--- src/hw/rtl/vtu_pkg.sv ---
`timescale 1ns / 1ps
// ----------------------------------------------------------------------------
// Viewport transform unit package
// Shared constants, types and single-precision helper functions.
// ----------------------------------------------------------------------------
package vtu_pkg;

  localparam int unsigned FP_W      = 32;
  localparam int unsigned VIEW_W    = 15;
  localparam int unsigned CFG_AW    = 5;
  localparam int unsigned DIV_STEPS = 26;
  localparam int unsigned RECIP_LAT = DIV_STEPS + 2;
  localparam int unsigned MUL_LAT   = 3;
  localparam int unsigned ADD_LAT   = 5;
  localparam int unsigned TOTAL_LAT = RECIP_LAT + 2 * MUL_LAT + ADD_LAT;

  localparam logic [31:0] FP_ONE  = 32'h3F80_0000;
  localparam logic [31:0] FP_HALF = 32'h3F00_0000;
  localparam logic [31:0] FP_ZERO = 32'h0000_0000;
  localparam logic [31:0] FP_QNAN = 32'h7FC0_0000;

  typedef enum logic [2:0] {
    REG_VIEW_LEFT   = 3'd0,
    REG_VIEW_TOP    = 3'd1,
    REG_VIEW_WIDTH  = 3'd2,
    REG_VIEW_HEIGHT = 3'd3,
    REG_DEPTH_MIN   = 3'd4,
    REG_DEPTH_MAX   = 3'd5
  } cfg_reg_t;

  typedef struct packed {
    logic [31:0] ox;
    logic [31:0] oy;
    logic [31:0] hw;
    logic [31:0] hh;
    logic [31:0] hd;
    logic [31:0] zmin;
  } vtu_view_t;

  typedef struct packed {
    logic [31:0] screen_x;
    logic [31:0] screen_y;
    logic [31:0] screen_depth;
    logic [31:0] recip_w;
  } vtu_result_t;

  function automatic logic [4:0] lzc27(input logic [26:0] v);
    logic [4:0] n;
    n = 5'd27;
    for (int i = 0; i < 27; i++) begin
      if (v[i]) n = 5'(26 - i);
    end
    return n;
  endfunction

  function automatic logic [26:0] shr_sticky(input logic [26:0] m, input logic [9:0] sh);
    logic [26:0] r;
    logic [26:0] mask;
    logic [4:0]  s5;
    s5 = sh[4:0];
    if (sh >= 10'd27) begin
      r = {26'd0, |m};
    end else begin
      mask = ~({27{1'b1}} << s5);
      r = (m >> s5) | {26'd0, |(m & mask)};
    end
    return r;
  endfunction

  function automatic logic [31:0] round_pack(input logic sgn, input logic signed [9:0] e,
                                             input logic [26:0] m);
    logic        sub;
    logic [9:0]  sh;
    logic [26:0] ms;
    logic        rup;
    logic [24:0] sum;
    logic [9:0]  be;
    logic [31:0] r;
    sub = (e < -10'sd126);
    sh  = 10'(-10'sd126 - e);
    ms  = sub ? shr_sticky(m, sh) : m;
    rup = ms[2] & (ms[1] | ms[0] | ms[3]);
    sum = {1'b0, ms[26:3]} + {24'd0, rup};
    if (sub) begin
      r = {sgn, 7'd0, sum[23], sum[22:0]};
    end else begin
      be = 10'(e) + 10'd127 + {9'd0, sum[24]};
      if (be >= 10'd255) begin
        r = {sgn, 8'hFF, 23'd0};
      end else begin
        r = {sgn, be[7:0], sum[24] ? 23'd0 : sum[22:0]};
      end
    end
    return r;
  endfunction

  // Unbiased exponent and significand with the leading one at bit 23.
  function automatic logic [33:0] unpack_norm(input logic [31:0] x);
    logic [4:0]        lz;
    logic [23:0]       mt;
    logic signed [9:0] ex;
    lz = lzc27({1'b0, x[22:0], 3'd0});
    if (x[30:23] != 8'd0) begin
      mt = {1'b1, x[22:0]};
      ex = $signed({2'd0, x[30:23]}) - 10'sd127;
    end else begin
      mt = {1'b0, x[22:0]} << lz;
      ex = -10'sd126 - $signed({5'd0, lz});
    end
    return {ex, mt};
  endfunction

  function automatic logic fp_is_nan(input logic [31:0] x);
    return (x[30:23] == 8'hFF) && (x[22:0] != 23'd0);
  endfunction

  function automatic logic fp_is_inf(input logic [31:0] x);
    return (x[30:23] == 8'hFF) && (x[22:0] == 23'd0);
  endfunction

  function automatic logic fp_is_zero(input logic [31:0] x);
    return x[30:0] == 31'd0;
  endfunction

  // Exact single-precision value of v / 2 for an unsigned integer v.
  function automatic logic [31:0] int_half(input logic [15:0] v);
    logic [4:0]  lz;
    logic [15:0] nv;
    lz = lzc27({v, 11'd0});
    nv = v << lz;
    if (v == 16'd0) return FP_ZERO;
    return {1'b0, 8'(8'd141 - {3'd0, lz}), nv[14:0], 8'd0};
  endfunction

endpackage

--- src/hw/rtl/vtu_fp_mul.sv ---
`timescale 1ns / 1ps
// ----------------------------------------------------------------------------
// Single-precision multiplier
// Three stages: unpack and normalise, significand product, round and pack.
// ----------------------------------------------------------------------------
module vtu_fp_mul import vtu_pkg::*; (
  input  logic        clk,
  input  logic        en,
  input  logic [31:0] a,
  input  logic [31:0] b,
  output logic [31:0] y
);

  logic [33:0]       ua, ub;
  logic              sp_a;
  logic [31:0]       spv_a;
  logic              sgn;

  logic [23:0]       ma_r, mb_r;
  logic signed [9:0] ea_r, eb_r;
  logic              sp1_r, sgn1_r;
  logic [31:0]       spv1_r;

  logic [47:0]       p_r;
  logic signed [9:0] es_r;
  logic              sp2_r, sgn2_r;
  logic [31:0]       spv2_r;

  logic [26:0]       mn;
  logic signed [9:0] en_exp;
  logic [31:0]       y_r;

  always_comb begin
    ua  = unpack_norm(a);
    ub  = unpack_norm(b);
    sgn = a[31] ^ b[31];
    sp_a  = 1'b1;
    spv_a = FP_QNAN;
    if (fp_is_nan(a) || fp_is_nan(b) ||
        (fp_is_inf(a) && fp_is_zero(b)) || (fp_is_zero(a) && fp_is_inf(b))) begin
      spv_a = FP_QNAN;
    end else if (fp_is_inf(a) || fp_is_inf(b)) begin
      spv_a = {sgn, 8'hFF, 23'd0};
    end else if (fp_is_zero(a) || fp_is_zero(b)) begin
      spv_a = {sgn, FP_ZERO[30:0]};
    end else begin
      sp_a = 1'b0;
    end
  end

  always_comb begin
    if (p_r[47]) begin
      mn     = {p_r[47:22], |p_r[21:0]};
      en_exp = es_r + 10'sd1;
    end else begin
      mn     = {p_r[46:21], |p_r[20:0]};
      en_exp = es_r;
    end
  end

  always_ff @(posedge clk) begin
    if (en) begin
      ma_r   <= ua[23:0];
      mb_r   <= ub[23:0];
      ea_r   <= $signed(ua[33:24]);
      eb_r   <= $signed(ub[33:24]);
      sp1_r  <= sp_a;
      spv1_r <= spv_a;
      sgn1_r <= sgn;

      p_r    <= ma_r * mb_r;
      es_r   <= ea_r + eb_r;
      sp2_r  <= sp1_r;
      spv2_r <= spv1_r;
      sgn2_r <= sgn1_r;

      y_r    <= sp2_r ? spv2_r : round_pack(sgn2_r, en_exp, mn);
    end
  end

  assign y = y_r;

endmodule

--- config.mk ---
export PLATFORM = sky130hd
export DESIGN_NAME = vtu_fp_mul
export DESIGN_NICKNAME = d
export VERILOG_FILES = /design/src/hw/rtl/vtu_pkg.sv /design/src/hw/rtl/vtu_fp_mul.sv
export SDC_FILE = /design/constraint.sdc
export NUM_CORES = 2
export LEC_CHECK = 0
export BUFFER_PORTS_ARGS = -buffer_cell sky130_fd_sc_hd__buf_2
export CAP_MARGIN = 15
export CORE_ASPECT_RATIO = 1.1
export CORE_MARGIN = 1
export CORE_UTILIZATION = 50
export DETAILED_ROUTE_END_ITERATION = 6
export GPL_ROUTABILITY_DRIVEN = 0
export PLACE_DENSITY_LB_ADDON = 0.25
export SKIP_LAST_GASP = 1
export SLEW_MARGIN = 20
export SYNTH_ARGS = -nofsm -noshare
export SYNTH_HDL_FRONTEND = slang
export SYNTH_SLANG_ARGS = --single-unit
--- constraint.sdc ---
create_clock -name clk -period 8 [get_ports clk]
set_input_delay 1.6 -clock clk [delete_from_list [all_inputs] [get_ports clk]]
set_output_delay 1.6 -clock clk [all_outputs]
set_load 0.01 [all_outputs]
**Word level (Yosys, flattened, before mapping)**

Index checks and enable logic that the tools add are counted.

- Register bits after elaboration: 226
- Input port bits: 66
- Output and inout port bits: 32
- Word-level logic and storage cells: 129

- $add $sub $neg: 10
- Multipliers: 1
- Order comparisons: 3
- Eq/ne operators: 2
- Shift-type cells: 4
- Muxes and demuxes: 62
- Bitwise operators: 7
- Reduce and logical (&&, ||, !) cells: 24

Operators by type and width:

| cell | count |
|---|---|
| $mux W5 | 44 |
| $mux W27 | 4 |
| $mux W32 | 3 |
| $mux W23 | 3 |
| $logic_not A31 Y1 | 2 |
| $mux W31 | 2 |
| $reduce_or A27 Y1 | 2 |
| $mul A24 B24 Y48 | 1 |
| $shl A23 B5 Y24 | 2 |
| $logic_not A23 Y1 | 2 |
| $reduce_bool A23 Y1 | 2 |
| $mux W10 | 3 |
| $and A27 B27 Y27 | 1 |
| $not A27 Y27 | 1 |
| $or A27 B1 Y27 | 1 |
| $shl A27 B5 Y27 const A | 1 |
| $shr A27 B5 Y27 | 1 |
| $add A24 B1 Y25 | 1 |
| $reduce_or A22 Y1 | 1 |
| $reduce_or A21 Y1 | 1 |
| $sub A8 B6 Y9 const A | 2 |
| $sub A8 B7 Y9 const B | 2 |
| $eq A8 B8 Y1 const B | 2 |
| $reduce_bool A8 Y1 | 2 |
| 16 further kinds | 27 |

**Longest topological paths before layout**

- Depth after elaboration: 25
- Gate-level depth with buffers: 35
- Gate-level depth less buffers: 27

**Worst setup path after synthesis**

OpenSTA, ideal clock, no wires.

- Kind: register to register
- From: reg p_r[47]
- To: reg y_r[20], in the netlist y[20] (data pin)
- Library setup time: 0.255 ns
- Arrival time: 6.835 ns
- Required time: 7.745 ns
- Setup slack: 0.910 ns
- Stages on the path, launching flop included: 35
- Path buffers: 10
- Clock period less this slack: 7.090 ns
- Cells stage by stage: edfxtp_1 -> buf_2 -> buf_2 -> buf_2 -> buf_1 -> buf_1 -> xnor2_1 -> inv_1 -> ha_1 -> inv_1 -> ha_1 -> clkbuf_1 -> clkinv_1 -> buf_1 -> clkbuf_1 -> mux2i_1 -> mux2i_1 -> mux2i_1 -> nor4_1 -> a21oi_1 -> nor2_1 -> ha_1 -> and4_1 -> buf_2 -> nand4_1 -> ha_1 -> ha_1 -> nor2b_1 -> a21oi_1 -> o21ai_0 -> a21oi_1 -> a31oi_1 -> a31oi_4 -> buf_6 -> nor2_1

- Cells in the longest elaborated chain, start to end: 19
- Elaborated cells on any way between the ends: 26
- Classes of those cells: add/sub: 4; order compare: 3; shift: 2; mux: 9; bitwise: 6; reduce/logical: 2

RTL lines:

| element | RTL line | source |
|---|---|---|
| from (decl) | vtu_fp_mul.sv:24 | `logic [47:0] p_r;` |
| from (signal assigned) | vtu_fp_mul.sv:71 | `p_r <= ma_r * mb_r;` |
| $mux W10 | vtu_fp_mul.sv:52 | `if (p_r[47]) begin` |
| $sub A8 B10 Y10 | vtu_pkg.sv:80 | `sh = 10'(-10'sd126 - e);` |
| $shl A27 B5 Y27 | vtu_pkg.sv:64 | `mask = ~({27{1'b1}} << s5);` |
| $not A27 Y27 | vtu_pkg.sv:64 |  |
| $and A27 B27 Y27 | vtu_pkg.sv:65 | `r = (m >> s5) \| {26'd0, \|(m & mask)};` |
| $reduce_or A27 Y1 | vtu_pkg.sv:65 |  |
| $or A27 B1 Y27 | vtu_pkg.sv:65 |  |
| $mux W27 | vtu_pkg.sv:61 | `if (sh >= 10'd27) begin` |
| [... 2 more ...] | -- |  |
| $or A1 B1 Y1 (2 in a row) | vtu_pkg.sv:82 | `rup = ms[2] & (ms[1] \| ms[0] \| ms[3]);` |
| $and A1 B1 Y1 | vtu_pkg.sv:82 |  |
| $add A24 B1 Y25 | vtu_pkg.sv:83 | `sum = {1'b0, ms[26:3]} + {24'd0, rup};` |
| $add A10 B1 Y10 | vtu_pkg.sv:87 | `be = 10'(e) + 10'd127 + {9'd0, sum[24]};` |
| $ge A10 B8 Y1 | vtu_pkg.sv:88 | `if (be >= 10'd255) begin` |
| $mux W31 | vtu_pkg.sv:88 |  |
| $mux W31 * | vtu_pkg.sv:84 | `if (sub) begin` |
| $mux W32 * | vtu_fp_mul.sv:77 | `y_r <= sp2_r ? spv2_r : round_pack(sgn2_r, en_exp, mn);` |
| to (signal assigned) | vtu_fp_mul.sv:77 |  |
| to (decl) | vtu_fp_mul.sv:31 | `logic [31:0] y_r;` |

Mark *: on every way between the ends. The rest lies on a longest branch, timed or not. The select of a mux whose other input is x is not followed.
A chain may end at the register's enable or synchronous reset.

**Worst setup path after layout**

- From: reg ma_r[11]
- To: reg p_r[44] (data pin)

- Cells in the longest elaborated chain, start to end: 1

RTL lines:

| element | RTL line | source |
|---|---|---|
| from (decl) | vtu_fp_mul.sv:19 | `logic [23:0] ma_r, mb_r;` |
| from (signal assigned) | vtu_fp_mul.sv:63 | `ma_r <= ua[23:0];` |
| $mul A24 B24 Y48 | vtu_fp_mul.sv:71 |  |

No other way between the ends.

==> impl_metrics.prom <==
# TYPE chip_impl_metric gauge
chip_impl_metric{name="yosys_register_bits",unit=""} 166
chip_impl_metric{name="num_antenna_cells",unit=""} 0
chip_impl_metric{name="initial_utilization",unit="%"} 50.7
chip_impl_metric{name="number_of_detailed_route_iterations_in_the_first_pass",unit=""} 6
chip_impl_metric{name="post_route_cell_area",unit="um2"} 33300
chip_impl_metric{name="totalNegativeSetupSlack",unit="ns"} 0
chip_impl_metric{name="ctsHoldBuffers",unit=""} 0
chip_impl_metric{name="nFillCells",unit=""} 5577
chip_impl_info{name="critical-path-slowest-cell",value="sky130_fd_sc_hd__edfxtp_1"} 1
chip_impl_metric{name="num_vias",unit=""} 24200
chip_impl_info{name="synth-main-ff-cell",value="sky130_fd_sc_hd__edfxtp_1"} 1
chip_impl_metric{name="placeableCoreArea",unit="um2"} 61300
chip_impl_metric{name="syn-mean-instance-area",unit="um2"} 9.09
chip_impl_metric{name="synth.top_cell.area_share",unit="%"} 31.1
chip_impl_metric{name="yosys.cell_types.count",unit=""} 86
chip_impl_metric{name="achievable-frequency",unit="MHz"} 134
chip_impl_metric{name="synthesis.yosys.warnings",unit=""} 0
chip_impl_metric{name="via_per_inst",unit=""} 5.65
chip_impl_info{name="hp-start",value="sgn1_r"} 1
chip_impl_metric{name="syn_area",unit="um2"} 31100
chip_impl_metric{name="grt_overflow_total",unit=""} 0
chip_impl_metric{name="maximum_cell_stage_delay_along_the_critical_path",unit="ns"} 0.79
chip_impl_metric{name="drive_above_1_share",unit="%"} 8.74
chip_impl_metric{name="cts_buffers",unit=""} 17
chip_impl_metric{name="cts_max_path_buffers",unit=""} 2
chip_impl_info{name="tritoncts",value="yes"} 1
chip_impl_metric{name="port_buffers",unit=""} 97
chip_impl_info{name="synth_largest_area_cell",value="sky130_fd_sc_hd__fa_1"} 1
chip_impl_metric{name="rows",unit=""} 95
chip_impl_metric{name="setup_viol",unit=""} 0
chip_impl_metric{name="wl_per_cell",unit="um"} 19.0
chip_impl_metric{name="cts_sinks",unit=""} 166
chip_impl_metric{name="vias_in_the_first_global_route",unit=""} 24300
chip_impl_metric{name="hold_ws",unit="ns"} 0.425
chip_impl_metric{name="area_growth",unit="%"} 6.86
chip_impl_metric{name="number_of_nets_in_the_layout",unit=""} 4199
chip_impl_info{name="synthTopCellsByCount",value="sky130_fd_sc_hd__inv_1 (523), sky130_fd_sc_hd__nand2_1 (494), sky130_fd_sc_hd__fa_1 (483)"} 1
chip_impl_info{name="status",value="finished, final reports clean"} 1
chip_impl_metric{name="asyncSetResetFlopFracSynth",unit="%"} 0
chip_impl_metric{name="seq_area_frac_synth",unit="%"} 16.0
chip_impl_metric{name="drt_iter0_markers",unit=""} 1993
chip_impl_metric{name="dp_hpwl",unit="mm"} 67.0
chip_impl_metric{name="chipWidth",unit="um"} 240
chip_impl_info{name="critPathTopFamily",value="adder cells"} 1
chip_impl_info{name="clk_root_buffer_cell",value="sky130_fd_sc_hd__clkbuf_16"} 1
chip_impl_metric{name="die_area",unit="um2"} 63200
chip_impl_info{name="most_numerous_cell_on_the_critical_path",value="sky130_fd_sc_hd__fa_1"} 1
chip_impl_metric{name="cts.clk_slew.worst_paths",unit="ns"} 0.08
chip_impl_info{name="synth.top_cells.by_area",value="sky130_fd_sc_hd__fa_1 (31%), sky130_fd_sc_hd__edfxtp_1 (16%), sky130_fd_sc_hd__ha_1 (8.0%)"} 1
chip_impl_info{name="hold_path.class",value="flop to flop"} 1
chip_impl_metric{name="ctsHtreeMaxLevel",unit=""} 4
chip_impl_info{name="rr_startpoint",value="ma_r[11]"} 1
chip_impl_metric{name="synth_enable_flop_cells",unit=""} 166
chip_impl_metric{name="finalWorstPathRequiredPeriod",unit="ns"} 7.47
chip_impl_metric{name="boundaryPins",unit=""} 98
chip_impl_metric{name="cap_viol_max_count",unit=""} 0
chip_impl_metric{name="synth_fp_nets",unit=""} 4169
chip_impl_metric{name="final.setup_skew",unit="ns"} 0.0142
chip_impl_info{name="worstSetupEndpointType",value="flop"} 1
chip_impl_metric{name="die_height",unit="um"} 264
chip_impl_metric{name="grt_pass1_wl",unit="mm"} 132
chip_impl_metric{name="final_min_period_over_clock_period",unit="%"} 93.4
chip_impl_metric{name="drc",unit=""} 0
chip_impl_metric{name="number_of_antenna_violations_at_the_first_check_in_global_routing",unit=""} 1
chip_impl_metric{name="multi_input_comb_area",unit="um2"} 23400
chip_impl_metric{name="timing_worst_slew_pin_value",unit="ns"} 1.06
chip_impl_metric{name="cp.arrival",unit="ns"} 7.70
chip_impl_info{name="critical_path.startpoint",value="ma_r[11]"} 1
chip_impl_metric{name="data_required_time_at_the_worst_endpoint",unit="ns"} 8.23
chip_impl_metric{name="worstSkewPairLatency",unit="ns"} 0.48
chip_impl_metric{name="detailed_place.area",unit="um2"} 32600
chip_impl_metric{name="syn_inst",unit=""} 3422
chip_impl_info{name="yosys.cell_count.top_type",value="sky130_fd_sc_hd__inv_1"} 1
chip_impl_metric{name="timing_max_transition_violations_final",unit=""} 0
chip_impl_metric{name="path_buf_inv",unit=""} 5
chip_impl_metric{name="grt_start_max_net_pins",unit=""} 65
chip_impl_metric{name="grt_usage",unit="%"} 26.5
chip_impl_info{name="unrepaired_setup_endpoints_after_global_routing",value="false"} 1
chip_impl_metric{name="drt_wl_total",unit="mm"} 81.5
chip_impl_metric{name="critical_path_peak_fanout",unit=""} 17
chip_impl_info{name="crit_path_start_kind",value="flop"} 1
chip_impl_metric{name="hold_viol_final",unit=""} 0
chip_impl_metric{name="final-seq-area",unit="um2"} 4980
chip_impl_info{name="timing_worst_setup_path_type",value="flop to flop"} 1
chip_impl_metric{name="worst_relative_slew_slack",unit="%"} 28.8
chip_impl_metric{name="postRouteAntennaNets",unit=""} 0
-- cell families after synthesis --
family	share of synthesized area [%]
AOI/OAI and AO/OA	9.55
xor gates and xnor gates	2.79
adders and majority gates	39.1
buffers and inverters	8.67
DFF	16.0
muxes	6.82
and+or+nand+nor	17.1
-- routing by layer --
layer | global-route usage, % | vias up | wire length (um)
li1 | - | 11200 | -
met1 | 36.1 | 11900 | 35300
met2 | 43.1 | 951 | 38100
met3 | 4.33 | 165 | 5500
met4 | 8.76 | 2 | 2620
met5 | 0 | - | 13
-- area by class of cell --
type,instances,area share (%)
clock buffer,17,1.28
clock inverter,15,0.538
inverter,527,5.95
multi-input combinational,2550,70.5
sequential,166,15.0
tap,824,3.10
timing repair buffer,190,3.65
-- worst reg2reg max path: stages, from the launching register on --
cell and delay (ns):
sky130_fd_sc_hd__edfxtp_1 0.79, sky130_fd_sc_hd__nand2_1 0.18, sky130_fd_sc_hd__fa_1 0.55, sky130_fd_sc_hd__inv_1 0.05, sky130_fd_sc_hd__fa_1 0.41, sky130_fd_sc_hd__fa_1 0.52
sky130_fd_sc_hd__inv_1 0.06, sky130_fd_sc_hd__fa_1 0.51, sky130_fd_sc_hd__inv_1 0.06, sky130_fd_sc_hd__fa_1 0.53, sky130_fd_sc_hd__inv_1 0.05, sky130_fd_sc_hd__fa_1 0.48
sky130_fd_sc_hd__inv_1 0.05, sky130_fd_sc_hd__fa_1 0.43, sky130_fd_sc_hd__ha_1 0.35, sky130_fd_sc_hd__a21oi_1 0.16, sky130_fd_sc_hd__o221ai_1 0.16, sky130_fd_sc_hd__a21o_1 0.21
sky130_fd_sc_hd__a21oi_1 0.19, sky130_fd_sc_hd__o211ai_1 0.11, sky130_fd_sc_hd__o21a_1 0.26, sky130_fd_sc_hd__a21o_1 0.21, sky130_fd_sc_hd__a2111oi_0 0.53, sky130_fd_sc_hd__o31ai_1 0.12
sky130_fd_sc_hd__a21oi_1 0.19, sky130_fd_sc_hd__xnor2_1 0.08
-- cell usage in the layout, fill, tap and decap left out, types with 38 or more instances in the layout --
cell type	netlist	layout
sky130_fd_sc_hd__a21o_1	38	38
sky130_fd_sc_hd__a21oi_1	135	135
sky130_fd_sc_hd__and2_1	218	218
sky130_fd_sc_hd__buf_2	17	96
sky130_fd_sc_hd__buf_4	2	91
sky130_fd_sc_hd__edfxtp_1	166	166
sky130_fd_sc_hd__fa_1	483	483
sky130_fd_sc_hd__ha_1	198	198
sky130_fd_sc_hd__inv_1	523	523
sky130_fd_sc_hd__mux2i_1	121	121
sky130_fd_sc_hd__nand2_1	494	494
sky130_fd_sc_hd__nor2_1	196	196
sky130_fd_sc_hd__nor3_1	48	48
sky130_fd_sc_hd__o21ai_0	104	104
sky130_fd_sc_hd__xnor2_1	67	67
-- worst paths after layout --
path / endpoint / slack, ns / cells after the start
hold / removal: sgn2_r / 0.42 / 0
setup / recovery: p_r[44] / 0.53 / 25
setup reg to reg: p_r[44] / 0.53 / 25
hold reg to reg: sgn2_r / 0.42 / 0
-- per-stage QoR --
stage          util (%)  setup WS [ns]  cells
3_3_place_gp       53.2          0.562   4253
2_1_floorplan         -          0.910   3422
6_report           54.2          0.525   4289
4_1_cts            54.1          0.442   4285
5_1_grt            54.2         0.0164   4289
3_5_place_dp       53.2          0.427   4253
-- flip-flops by register name (all words and copies together) (netlist names) --
register	cells
sp2_r	1
eb_r	9
mb_r	24
p_r	48
sgn2_r	1
spv1_r	3
y	32
sgn1_r	1
sp1_r	1
spv2_r	3
ma_r	24
es_r	10
ea_r	9
-- what timing repair did --
action,in CTS,in global routing
buffers inserted,0,4
setup endpoints to repair,0,3
gates resized for setup,0,0
Power is left out: the tool's default activity adds up to more than one toggle a clock period on the data nets, which glitch-free logic cannot reach.
