## config.mk

```make
export PLATFORM = sky130hd
export DESIGN_NAME = vtu_cfg
export DESIGN_NICKNAME = d
export VERILOG_FILES = /design/src/hw/rtl/vtu_pkg.sv /design/src/hw/rtl/vtu_fp_mul.sv /design/src/hw/rtl/vtu_fp_add.sv /design/src/hw/rtl/vtu_cfg.sv
export SDC_FILE = /design/constraint.sdc
export NUM_CORES = 2
export LEC_CHECK = 0
export BUFFER_PORTS_ARGS = -buffer_cell sky130_fd_sc_hd__buf_2
export CORE_MARGIN = 1.5
export CORE_UTILIZATION = 45
export CTS_BUF_LIST = sky130_fd_sc_hd__clkbuf_8
export DETAILED_ROUTE_END_ITERATION = 10
export HOLD_SLACK_MARGIN = 0.15
export SLEW_MARGIN = 10
export SYNTH_ARGS = -nofsm -noshare
export SYNTH_HDL_FRONTEND = slang
export SYNTH_HIERARCHICAL = 1
export SYNTH_SLANG_ARGS = --single-unit
```

## constraint.sdc

```tcl
create_clock -name clk -period 8.6 [get_ports clk]
set_input_delay 0.43 -clock clk [delete_from_list [all_inputs] [get_ports clk]]
set_output_delay 0.43 -clock clk [all_outputs]
set_load 0.05 [all_outputs]
```

## src/hw/rtl/vtu_pkg.sv

```systemverilog
`timescale 1ns / 1ps
// ----------------------------------------------------------------------------
// Viewport transform unit package
// Shared constants, types and single-precision helper functions.
// ----------------------------------------------------------------------------
package vtu_pkg;

  localparam int unsigned FP_W      = 32;
  localparam int unsigned VIEW_W    = 15;
  localparam int unsigned CFG_AW    = 5;
  localparam int unsigned DIV_STEPS = 26;
  localparam int unsigned RECIP_LAT = DIV_STEPS + 2;
  localparam int unsigned MUL_LAT   = 3;
  localparam int unsigned ADD_LAT   = 5;
  localparam int unsigned TOTAL_LAT = RECIP_LAT + 2 * MUL_LAT + ADD_LAT;

  localparam logic [31:0] FP_ONE  = 32'h3F80_0000;
  localparam logic [31:0] FP_HALF = 32'h3F00_0000;
  localparam logic [31:0] FP_ZERO = 32'h0000_0000;
  localparam logic [31:0] FP_QNAN = 32'h7FC0_0000;

  typedef enum logic [2:0] {
    REG_VIEW_LEFT   = 3'd0,
    REG_VIEW_TOP    = 3'd1,
    REG_VIEW_WIDTH  = 3'd2,
    REG_VIEW_HEIGHT = 3'd3,
    REG_DEPTH_MIN   = 3'd4,
    REG_DEPTH_MAX   = 3'd5
  } cfg_reg_t;

  typedef struct packed {
    logic [31:0] ox;
    logic [31:0] oy;
    logic [31:0] hw;
    logic [31:0] hh;
    logic [31:0] hd;
    logic [31:0] zmin;
  } vtu_view_t;

  typedef struct packed {
    logic [31:0] screen_x;
    logic [31:0] screen_y;
    logic [31:0] screen_depth;
    logic [31:0] recip_w;
  } vtu_result_t;

  function automatic logic [4:0] lzc27(input logic [26:0] v);
    logic [4:0] n;
    n = 5'd27;
    for (int i = 0; i < 27; i++) begin
      if (v[i]) n = 5'(26 - i);
    end
    return n;
  endfunction

  function automatic logic [26:0] shr_sticky(input logic [26:0] m, input logic [9:0] sh);
    logic [26:0] r;
    logic [26:0] mask;
    logic [4:0]  s5;
    s5 = sh[4:0];
    if (sh >= 10'd27) begin
      r = {26'd0, |m};
    end else begin
      mask = ~({27{1'b1}} << s5);
      r = (m >> s5) | {26'd0, |(m & mask)};
    end
    return r;
  endfunction

  function automatic logic [31:0] round_pack(input logic sgn, input logic signed [9:0] e,
                                             input logic [26:0] m);
    logic        sub;
    logic [9:0]  sh;
    logic [26:0] ms;
    logic        rup;
    logic [24:0] sum;
    logic [9:0]  be;
    logic [31:0] r;
    sub = (e < -10'sd126);
    sh  = 10'(-10'sd126 - e);
    ms  = sub ? shr_sticky(m, sh) : m;
    rup = ms[2] & (ms[1] | ms[0] | ms[3]);
    sum = {1'b0, ms[26:3]} + {24'd0, rup};
    if (sub) begin
      r = {sgn, 7'd0, sum[23], sum[22:0]};
    end else begin
      be = 10'(e) + 10'd127 + {9'd0, sum[24]};
      if (be >= 10'd255) begin
        r = {sgn, 8'hFF, 23'd0};
      end else begin
        r = {sgn, be[7:0], sum[24] ? 23'd0 : sum[22:0]};
      end
    end
    return r;
  endfunction

  // Unbiased exponent and significand with the leading one at bit 23.
  function automatic logic [33:0] unpack_norm(input logic [31:0] x);
    logic [4:0]        lz;
    logic [23:0]       mt;
    logic signed [9:0] ex;
    lz = lzc27({1'b0, x[22:0], 3'd0});
    if (x[30:23] != 8'd0) begin
      mt = {1'b1, x[22:0]};
      ex = $signed({2'd0, x[30:23]}) - 10'sd127;
    end else begin
      mt = {1'b0, x[22:0]} << lz;
      ex = -10'sd126 - $signed({5'd0, lz});
    end
    return {ex, mt};
  endfunction

  function automatic logic fp_is_nan(input logic [31:0] x);
    return (x[30:23] == 8'hFF) && (x[22:0] != 23'd0);
  endfunction

  function automatic logic fp_is_inf(input logic [31:0] x);
    return (x[30:23] == 8'hFF) && (x[22:0] == 23'd0);
  endfunction

  function automatic logic fp_is_zero(input logic [31:0] x);
    return x[30:0] == 31'd0;
  endfunction

  // Exact single-precision value of v / 2 for an unsigned integer v.
  function automatic logic [31:0] int_half(input logic [15:0] v);
    logic [4:0]  lz;
    logic [15:0] nv;
    lz = lzc27({v, 11'd0});
    nv = v << lz;
    if (v == 16'd0) return FP_ZERO;
    return {1'b0, 8'(8'd141 - {3'd0, lz}), nv[14:0], 8'd0};
  endfunction

endpackage

```

## src/hw/rtl/vtu_fp_mul.sv

```systemverilog
`timescale 1ns / 1ps
// ----------------------------------------------------------------------------
// Single-precision multiplier
// Three stages: unpack and normalise, significand product, round and pack.
// ----------------------------------------------------------------------------
module vtu_fp_mul import vtu_pkg::*; (
  input  logic        clk,
  input  logic        en,
  input  logic [31:0] a,
  input  logic [31:0] b,
  output logic [31:0] y
);

  logic [33:0]       ua, ub;
  logic              sp_a;
  logic [31:0]       spv_a;
  logic              sgn;

  logic [23:0]       ma_r, mb_r;
  logic signed [9:0] ea_r, eb_r;
  logic              sp1_r, sgn1_r;
  logic [31:0]       spv1_r;

  logic [47:0]       p_r;
  logic signed [9:0] es_r;
  logic              sp2_r, sgn2_r;
  logic [31:0]       spv2_r;

  logic [26:0]       mn;
  logic signed [9:0] en_exp;
  logic [31:0]       y_r;

  always_comb begin
    ua  = unpack_norm(a);
    ub  = unpack_norm(b);
    sgn = a[31] ^ b[31];
    sp_a  = 1'b1;
    spv_a = FP_QNAN;
    if (fp_is_nan(a) || fp_is_nan(b) ||
        (fp_is_inf(a) && fp_is_zero(b)) || (fp_is_zero(a) && fp_is_inf(b))) begin
      spv_a = FP_QNAN;
    end else if (fp_is_inf(a) || fp_is_inf(b)) begin
      spv_a = {sgn, 8'hFF, 23'd0};
    end else if (fp_is_zero(a) || fp_is_zero(b)) begin
      spv_a = {sgn, FP_ZERO[30:0]};
    end else begin
      sp_a = 1'b0;
    end
  end

  always_comb begin
    if (p_r[47]) begin
      mn     = {p_r[47:22], |p_r[21:0]};
      en_exp = es_r + 10'sd1;
    end else begin
      mn     = {p_r[46:21], |p_r[20:0]};
      en_exp = es_r;
    end
  end

  always_ff @(posedge clk) begin
    if (en) begin
      ma_r   <= ua[23:0];
      mb_r   <= ub[23:0];
      ea_r   <= $signed(ua[33:24]);
      eb_r   <= $signed(ub[33:24]);
      sp1_r  <= sp_a;
      spv1_r <= spv_a;
      sgn1_r <= sgn;

      p_r    <= ma_r * mb_r;
      es_r   <= ea_r + eb_r;
      sp2_r  <= sp1_r;
      spv2_r <= spv1_r;
      sgn2_r <= sgn1_r;

      y_r    <= sp2_r ? spv2_r : round_pack(sgn2_r, en_exp, mn);
    end
  end

  assign y = y_r;

endmodule

```

## src/hw/rtl/vtu_fp_add.sv

```systemverilog
`timescale 1ns / 1ps
// ----------------------------------------------------------------------------
// Single-precision adder
// Five stages: compare and swap, align, add, normalise, round and pack.
// ----------------------------------------------------------------------------
module vtu_fp_add import vtu_pkg::*; (
  input  logic        clk,
  input  logic        en,
  input  logic [31:0] a,
  input  logic [31:0] b,
  output logic [31:0] y
);

  logic        swp;
  logic [31:0] big, sml;
  logic [7:0]  be1, se1;
  logic        sp_a;
  logic [31:0] spv_a;

  logic [23:0] mb1_r, ms1_r;
  logic [7:0]  eb1_r, dif1_r;
  logic        sub1_r, sgn1_r, zs1_r, sp1_r;
  logic [31:0] spv1_r;

  logic [23:0] mb2_r;
  logic [26:0] al2_r;
  logic [7:0]  eb2_r;
  logic        sub2_r, sgn2_r, zs2_r, sp2_r;
  logic [31:0] spv2_r;

  logic [27:0] s3_r;
  logic [7:0]  eb3_r;
  logic        sgn3_r, zs3_r, sp3_r;
  logic [31:0] spv3_r;

  logic [4:0]        lz;
  logic signed [9:0] ebu;
  logic [26:0]       mn;
  logic signed [9:0] en_exp;

  logic [26:0]       m4_r;
  logic signed [9:0] e4_r;
  logic              nz4_r, sgn4_r, zs4_r, sp4_r;
  logic [31:0]       spv4_r;

  logic [31:0]       y_r;

  always_comb begin
    swp = b[30:0] > a[30:0];
    big = swp ? b : a;
    sml = swp ? a : b;
    be1 = (big[30:23] == 8'd0) ? 8'd1 : big[30:23];
    se1 = (sml[30:23] == 8'd0) ? 8'd1 : sml[30:23];
    sp_a  = 1'b1;
    spv_a = FP_QNAN;
    if (fp_is_nan(a) || fp_is_nan(b) ||
        (fp_is_inf(a) && fp_is_inf(b) && (a[31] != b[31]))) begin
      spv_a = FP_QNAN;
    end else if (fp_is_inf(big)) begin
      spv_a = {big[31], 8'hFF, 23'd0};
    end else begin
      sp_a = 1'b0;
    end
  end

  always_comb begin
    lz  = lzc27(s3_r[26:0]);
    ebu = $signed({2'd0, eb3_r}) - 10'sd127;
    if (s3_r[27]) begin
      mn     = {s3_r[27:2], s3_r[1] | s3_r[0]};
      en_exp = ebu + 10'sd1;
    end else begin
      mn     = s3_r[26:0] << lz;
      en_exp = ebu - $signed({5'd0, lz});
    end
  end

  always_ff @(posedge clk) begin
    if (en) begin
      mb1_r  <= {big[30:23] != 8'd0, big[22:0]};
      ms1_r  <= {sml[30:23] != 8'd0, sml[22:0]};
      eb1_r  <= be1;
      dif1_r <= be1 - se1;
      sub1_r <= a[31] ^ b[31];
      sgn1_r <= big[31];
      zs1_r  <= a[31] & b[31];
      sp1_r  <= sp_a;
      spv1_r <= spv_a;

      mb2_r  <= mb1_r;
      al2_r  <= shr_sticky({ms1_r, 3'd0}, {2'd0, dif1_r});
      eb2_r  <= eb1_r;
      sub2_r <= sub1_r;
      sgn2_r <= sgn1_r;
      zs2_r  <= zs1_r;
      sp2_r  <= sp1_r;
      spv2_r <= spv1_r;

      s3_r   <= sub2_r ? ({1'b0, mb2_r, 3'd0} - {1'b0, al2_r})
                       : ({1'b0, mb2_r, 3'd0} + {1'b0, al2_r});
      eb3_r  <= eb2_r;
      sgn3_r <= sgn2_r;
      zs3_r  <= zs2_r;
      sp3_r  <= sp2_r;
      spv3_r <= spv2_r;

      m4_r   <= mn;
      e4_r   <= en_exp;
      nz4_r  <= s3_r != 28'd0;
      sgn4_r <= sgn3_r;
      zs4_r  <= zs3_r;
      sp4_r  <= sp3_r;
      spv4_r <= spv3_r;

      if (sp4_r) begin
        y_r <= spv4_r;
      end else if (!nz4_r) begin
        y_r <= {zs4_r, FP_ZERO[30:0]};
      end else begin
        y_r <= round_pack(sgn4_r, e4_r, m4_r);
      end
    end
  end

  assign y = y_r;

endmodule

```

## src/hw/rtl/vtu_cfg.sv

```systemverilog
`timescale 1ns / 1ps
// ----------------------------------------------------------------------------
// Viewport transform unit register file
// APB-style register port and the scale and offset constants derived from it.
// ----------------------------------------------------------------------------
module vtu_cfg import vtu_pkg::*; (
  input  logic              clk,
  input  logic              rst_n,
  input  logic              psel,
  input  logic              penable,
  input  logic              pwrite,
  input  logic [CFG_AW-1:0] paddr,
  input  logic [31:0]       pwdata,
  output logic [31:0]       prdata,
  output logic              pready,
  output vtu_view_t         view
);

  logic [VIEW_W-1:0] left_r, top_r, width_r, height_r;
  logic [31:0]       zmin_r, zmax_r;
  logic [31:0]       ox_r, oy_r, hw_r, hh_r;
  logic [31:0]       zdif, hd;
  logic [2:0]        idx;
  logic              wr;

  assign idx    = paddr[CFG_AW-1:2];
  assign wr     = psel & penable & pwrite;
  assign pready = 1'b1;

  always_ff @(posedge clk) begin
    if (!rst_n) begin
      left_r   <= '0;
      top_r    <= '0;
      width_r  <= '0;
      height_r <= '0;
      zmin_r   <= FP_ZERO;
      zmax_r   <= FP_ONE;
    end else if (wr) begin
      case (idx)
        REG_VIEW_LEFT:   left_r   <= pwdata[VIEW_W-1:0];
        REG_VIEW_TOP:    top_r    <= pwdata[VIEW_W-1:0];
        REG_VIEW_WIDTH:  width_r  <= pwdata[VIEW_W-1:0];
        REG_VIEW_HEIGHT: height_r <= pwdata[VIEW_W-1:0];
        REG_DEPTH_MIN:   zmin_r   <= pwdata;
        REG_DEPTH_MAX:   zmax_r   <= pwdata;
        default: ;
      endcase
    end
  end

  always_comb begin
    case (idx)
      REG_VIEW_LEFT:   prdata = {17'd0, left_r};
      REG_VIEW_TOP:    prdata = {17'd0, top_r};
      REG_VIEW_WIDTH:  prdata = {17'd0, width_r};
      REG_VIEW_HEIGHT: prdata = {17'd0, height_r};
      REG_DEPTH_MIN:   prdata = zmin_r;
      REG_DEPTH_MAX:   prdata = zmax_r;
      default:         prdata = '0;
    endcase
  end

  always_ff @(posedge clk) begin
    ox_r <= int_half({1'b0, left_r} + {1'b0, width_r});
    oy_r <= int_half({1'b0, top_r} + {1'b0, height_r});
    hw_r <= int_half({1'b0, width_r});
    hh_r <= int_half({1'b0, height_r});
  end

  vtu_fp_add u_zdif (
    .clk (clk),
    .en  (1'b1),
    .a   (zmax_r),
    .b   ({~zmin_r[31], zmin_r[30:0]}),
    .y   (zdif)
  );

  vtu_fp_mul u_zhalf (
    .clk (clk),
    .en  (1'b1),
    .a   (zdif),
    .b   (FP_HALF),
    .y   (hd)
  );

  assign view.ox   = ox_r;
  assign view.oy   = oy_r;
  assign view.hw   = hw_r;
  assign view.hh   = hh_r;
  assign view.hd   = hd;
  assign view.zmin = zmin_r;

endmodule

```

# == After elaboration in Yosys (flattened, before gate mapping) ==
# Index checks and enable logic that the tools add are counted.
# totals
n_memories,0
wordCells,331
ff_bits,755
mem_bits_rw,0
latchBits,0
rom_bits,0
# op_classes
bitwise_logic,22
n_mul,0
div,0
n_addsub,23
shift,12
order_cmp,8
mux,155
n_reduce_logical,44
eq_ne,10
# op_table
cell,count
2-to-1 mux 5 bit,93
2-to-1 mux 31 bit,13
2-to-1 mux 32 bit,6
one-hot mux 32 bit (6 select lines),1
2-to-1 mux 27 bit,6
OR reduction 27 bit,4
logical NOT 23 bit,4
2-to-1 mux 23 bit,4
AND 27 bit,3
inverter 27 bit,3
bitwise OR 27 x 1 -> 27 bit,3
"<< shifter 27 x 5 -> 27 bit, first input constant",3
right shift 27 x 5 -> 27 bit,3
nonzero test 23 bit,3
2-to-1 mux 4 bit,16
adder 24 x 1 -> 25 bit,2
OR reduction 24 bit,2
adder 15 x 15 -> 16 bit,2
"== test 8 bit, second input constant",4
logical NOT 16 bit,2
<< shifter 16 x 5 -> 15 bit,2
"subtractor 8 x 5 -> 8 bit, first input constant",4
> comparator 31 bit,1
logical NOT 31 bit,1
41 further kinds,89

# == Logic depth before layout (Yosys ltp) ==
# logic_depth
depth_word,29
mapped_depth,39

# == Modules after synthesis ==
# Netlist, hierarchy kept.
# by_module_without_submodules
module,cells_per_inst,n_inst,area_each_um2
vtu_fp_mul,3414,1,31278.7
vtu_fp_add,1966,1,19125.8
vtu_cfg,1577,1,13037.5

# == Least setup slack after synthesis ==
# Ideal clock, no wire load.
# synth_timing
path_kind,register to register
from,register u_zhalf/p_r[47] (netlist name)
to,register u_zhalf.y_r[4] (netlist: u_zhalf/y[4]) (data pin)
setup_time_ps,139
setup_slack_ps,285
n_path_buf,13
period_less_slack_ps,8315
arrival_time_ps,8176
stages_incl_launch_ff,39
cell_sequence,edfxtp_1 -> buf_6 -> buf_6 -> buf_2 -> buf_2 -> buf_2 -> buf_1 -> clkbuf_1 -> clkbuf_1 -> xor2_1 -> ha_1 -> buf_4 -> inv_1 -> ha_1 -> clkbuf_1 -> clkinv_1 -> buf_1 -> clkbuf_1 -> (+3 left out) -> and2_1 -> ha_1 -> inv_1 -> nor4_2 -> or4b_2 -> ha_1 -> ha_1 -> nand2b_1 -> nor2_1 -> a21boi_0 -> nand3_1 -> mux2i_1 -> a32oi_1 -> a41o_1 -> a21oi_1 -> o41ai_2 -> buf_4 -> nor2_1
# synth_rtl
item,line,text
end signal: assignment,vtu_fp_mul.sv:77,"y_r <= sp2_r ? spv2_r : round_pack(sgn2_r, en_exp, mn);"
end: declaration,vtu_fp_mul.sv:31,logic [31:0] y_r;

==> run_results.csv <==
group,metric,value,unit
run_status,outcome,"complete, no violations",
timing,max_slew.worst_pin.slew,1150,ps
critical_path,crit_required,9190,ps
clock_tree,clk_transition_reported_paths,60,ps
synth,synth_largest_type_area_fraction,0.197,
critical_path,timing.critical_path.arrival,8720,ps
critical_path,register_to_register_path_depth,27,
detailed_routing,detail_route.iter0.violations,3482,
synth,ys_warn_count,6,
synth,ys.flop_type,"sky130_fd_sc_hd__edfxtp_1",
clock_tree,cts-root-buf,"sky130_fd_sc_hd__clkbuf_8",
layout,n_fill_cell,13200,
critical_path,setup.worst_path.start_class,"register",
timing,fin_crit_share,0.945,
synth,synth.yosys.seq_area_share,0.266,
layout,ff_latch_area,16800,um2
floorplan,start_util,0.454,
layout,final_instance_count_without_filler_cells,9595,
timing,final_worst_setup_slack,476,ps
timing,fin_skew,94.8,ps
floorplan,fp.dieArea,143000,um2
clock_tree,post-cts-setup-buffers,0,
power,power.static_leakage,31.1,nW
floorplan,io-pin-count,267,
detailed_routing,drt-pass1-iter-count,6,
global_route,grt_remaining_overflow,0,
timing,timing.slew.headroom,0.229,
floorplan,total_core_area,140000,um2
detailed_routing,drt_wl_total,186000,um
clock_tree,number_of_levels_the_h_tree_was_split_into,3,
synth,synth.ff_latch_count,633,
power,power.density_cell_area,446,nW/um2
layout,finish.instance_area,71100,um2
layout,fin_nets,8494,
critical_path,worst_r2r_endpoint,"u_zhalf/p_r[47]$_DFFE_PP_",
run,count_of_max_cap_constraint_violations,0,
place,gpl.final_weighted_congestion,0.969,
timing,slew_viol_final,0,
place,place_hpwl,148000,um
place,placedCellCount,9350,
layout,area_delta_synth_final,12.0,%
synth,syn_inst,6957,
timing,grt_setup_unrepaired,"false",
critical_path,critical_path_peak_fanout,19,
layout,area_used_by_multi_input_combinational_logic,44300,um2
floorplan,floorplan.die.height,378,um
clock_tree,clk-insertion-delay-late,850,ps
power,report.power.total,31.7,mW
clock_tree,cts_resized,0,
detailed_routing,final_antenna_net_count,0,
critical_path,ff2ff_setup_slack,480,ps
hold_path,whs_path_depth,3,
synth,ys_async_sr_fraction,0,
detailed_routing,via_count,52200,
floorplan,die_w,378,um
global_route,grt_start_max_net_pins,125,
timing,final.setup.tns,0,ps
synth,synth_top_cells_by_area,"sky130_fd_sc_hd__edfxtp_1 (20%), sky130_fd_sc_hd__fa_1 (15%), sky130_fd_sc_hd__dfxtp_1 (6.8%), sky130_fd_sc_hd__ha_1 (6.7%), sky130_fd_sc_hd__nand2_1 (5.5%)",
global_route,antenna_violations_before_repair,4,
detailed_routing,routed_wire_length_per_instance,19.4,um
place,port_buffers,227,
clock_tree,tritoncts,"built",
timing,setup_viol_count_final,0,
clock_tree,cts_buffers,116,
timing,timing.fmax,123,MHz
critical_path,worst-setup-path-type,"register to register",
clock_tree,post_cts_hold_buffer_count,32,
synth,synth_most_common_cell,"sky130_fd_sc_hd__nand2_1",
synth,synth_cell_type_count,138,
global_route,via_count_of_the_first_global_routing_pass,51900,
power,maximum_vdd_drop,1.20,mV
synth,synth_area_per_cell,9.12,um2
layout,final_layout_size_suffix_gt1_frac,0.105,
timing,post-route-min-period,8120,ps
critical_path,cp-endpoint,"u_zhalf/p_r[47]$_DFFE_PP_",
clock_tree,cts.path.max_buffers,3,
critical_path,startpoint_of_the_worst_setup_timing_path,"u_zhalf/mb_r[6]$_DFFE_PP_",
synth,synth_edf_count,417,
floorplan,rows,137,
synth,synth_largest_area_cell,"sky130_fd_sc_hd__edfxtp_1",
global_route,grt_pass1_wl,291000,um
critical_path,reg2reg_from,"u_zhalf/mb_r[6]$_DFFE_PP_",
global_route,grt_util_all_layers,0.258,
hold_path,hp-class,"input pin to register",
detailed_routing,drc,0,
clock_tree,cts.sink_count,633,
critical_path,critPathCaptureType,"register",
detailed_routing,viasPerCell,5.44,
place,placed_standard_cell_area,68100,um2
synth,post_synth_most_frequent_cells,"sky130_fd_sc_hd__nand2_1 (927), sky130_fd_sc_hd__inv_1 (692), sky130_fd_sc_hd__fa_1 (488)",
place,post-place-ws,367,ps
synth,mappedNetlistArea,63400,um2
timing,final_number_of_hold_violating_endpoints,0,
==> per-stage QoR <==
step,util,hold WS (ps)
6_report,0.509,337
5_1_grt,0.509,311
4_1_cts,0.509,245
3_5_place_dp,0.488,405
3_3_place_gp,0.488,403
2_1_floorplan,-,400
==> sequential cells by signal, indices dropped and copies added (netlist names), 24 cells and up <==
register,count
zmin_r,32
u_zdif/ms1_r,24
u_zdif/m4_r,27
u_zdif/y,32
zmax_r,32
u_zdif/mb2_r,24
u_zhalf/p_r,48
u_zhalf/ma_r,24
u_zdif/mb1_r,24
u_zhalf/mb_r,24
u_zdif/al2_r,27
u_zhalf/y,32
u_zdif/s3_r,28
==> cell type report <==
class | instances | area share
inverters | 702 | 0.0371
clock buffers | 129 | 0.0250
diodes | 2 | 0.0000704
clock inverters | 82 | 0.0116
flip-flops and latches | 633 | 0.237
repair buffers | 369 | 0.0323
multi-input cells | 5802 | 0.624
well taps | 1876 | 0.0330
==> power breakdown <==
group | total (mW) | internal, mW | switching (mW) | leakage, nW
Clock | 3.20 | 1.82 | 1.38 | 1.43
Sequential | 5.01 | 4.54 | 0.467 | 5.79
Combinational | 23.5 | 9.74 | 13.8 | 23.9
==> placed cells by master, fill, tap and decap left out, types with 43 or more instances in the layout <==
cell type,synthesis,layout
sky130_fd_sc_hd__a21boi_0,104,104
sky130_fd_sc_hd__nor2_1,472,469
sky130_fd_sc_hd__nand3_1,93,93
sky130_fd_sc_hd__buf_2,27,227
sky130_fd_sc_hd__inv_1,692,724
sky130_fd_sc_hd__o211ai_1,59,59
sky130_fd_sc_hd__a22oi_1,51,51
sky130_fd_sc_hd__mux2_2,112,112
sky130_fd_sc_hd__edfxtp_1,417,417
sky130_fd_sc_hd__nor3_1,99,98
sky130_fd_sc_hd__nand2_1,927,926
sky130_fd_sc_hd__and2_1,261,261
sky130_fd_sc_hd__ha_1,340,340
sky130_fd_sc_hd__a211oi_1,52,51
sky130_fd_sc_hd__a31oi_1,52,51
sky130_fd_sc_hd__clkbuf_8,0,129
sky130_fd_sc_hd__a21oi_1,310,309
sky130_fd_sc_hd__o22ai_1,59,59
sky130_fd_sc_hd__xnor2_1,119,119
sky130_fd_sc_hd__dfxtp_1,216,216
sky130_fd_sc_hd__mux4_2,56,56
sky130_fd_sc_hd__o21a_1,43,43
sky130_fd_sc_hd__conb_1,2,608
sky130_fd_sc_hd__buf_4,60,109
sky130_fd_sc_hd__nor4_1,63,62
sky130_fd_sc_hd__a21o_1,69,69
sky130_fd_sc_hd__fa_1,488,488
sky130_fd_sc_hd__xor2_1,73,73
sky130_fd_sc_hd__mux2i_1,296,296
sky130_fd_sc_hd__nand4_1,48,48
sky130_fd_sc_hd__o21ai_0,252,252
sky130_fd_sc_hd__nor2b_1,80,80
==> cell families after synthesis <==
logic type	Yosys count	synth area share
and+or+nand+nor	2241	0.165
AOI/OAI and AO/OA	1458	0.160
buffers and inverters	1128	0.0726
adders and majority gates	829	0.221
DFF	633	0.266
muxes	467	0.0871
xor gates and xnor gates	199	0.0285
other	2	0.000118
==> critical path, cell delays in order, from the launching register on <==
cell	delay [ps]
sky130_fd_sc_hd__edfxtp_1	800
sky130_fd_sc_hd__buf_4	260
sky130_fd_sc_hd__nand2_1	80
sky130_fd_sc_hd__fa_1	540
sky130_fd_sc_hd__inv_1	50
sky130_fd_sc_hd__fa_1	470
sky130_fd_sc_hd__fa_1	490
sky130_fd_sc_hd__inv_1	50
sky130_fd_sc_hd__fa_1	530
sky130_fd_sc_hd__fa_1	540
sky130_fd_sc_hd__fa_1	500
sky130_fd_sc_hd__inv_1	50
sky130_fd_sc_hd__fa_1	440
sky130_fd_sc_hd__ha_1	400
sky130_fd_sc_hd__nand3_1	160
sky130_fd_sc_hd__nor2_1	160
sky130_fd_sc_hd__nand3_1	90
sky130_fd_sc_hd__a211oi_1	190
sky130_fd_sc_hd__buf_4	160
sky130_fd_sc_hd__nor3_1	50
sky130_fd_sc_hd__buf_4	160
sky130_fd_sc_hd__o31ai_1	660
sky130_fd_sc_hd__a31oi_1	240
sky130_fd_sc_hd__o31ai_1	320
sky130_fd_sc_hd__buf_4	180
sky130_fd_sc_hd__a221oi_1	70
sky130_fd_sc_hd__o21bai_1	160
sky130_fd_sc_hd__xnor2_1	80
==> how the worst min path moves through the flow <==
stage                               from                         to  slack [ps]
2_1_floorplan  u_zdif/eb1_r[0]$_DFFE_PP_  u_zdif/eb2_r[0]$_DFFE_PP_         400
3_3_place_gp      u_zdif/sp3_r$_DFFE_PP_     u_zdif/sp4_r$_DFFE_PP_         400
3_5_place_dp   u_zdif/eb2_r[4]$_DFFE_PP_  u_zdif/eb3_r[4]$_DFFE_PP_         400
4_1_cts                            rst_n    zmax_r[28]$_SDFFE_PN1P_         240
5_1_grt                            rst_n    zmax_r[28]$_SDFFE_PN1P_         310
6_report                           rst_n    zmax_r[28]$_SDFFE_PN1P_         340
==> metal layers <==
metal,global-route usage,vias up,wire length [um]
met3,0.0420,378,10700
li1,-,24900,-
met1,0.316,25300,76600
met4,0.114,0,8260
met2,0.443,1614,90200
met5,0,-,0
No activity file was read; power rests on OpenSTA's default activity.
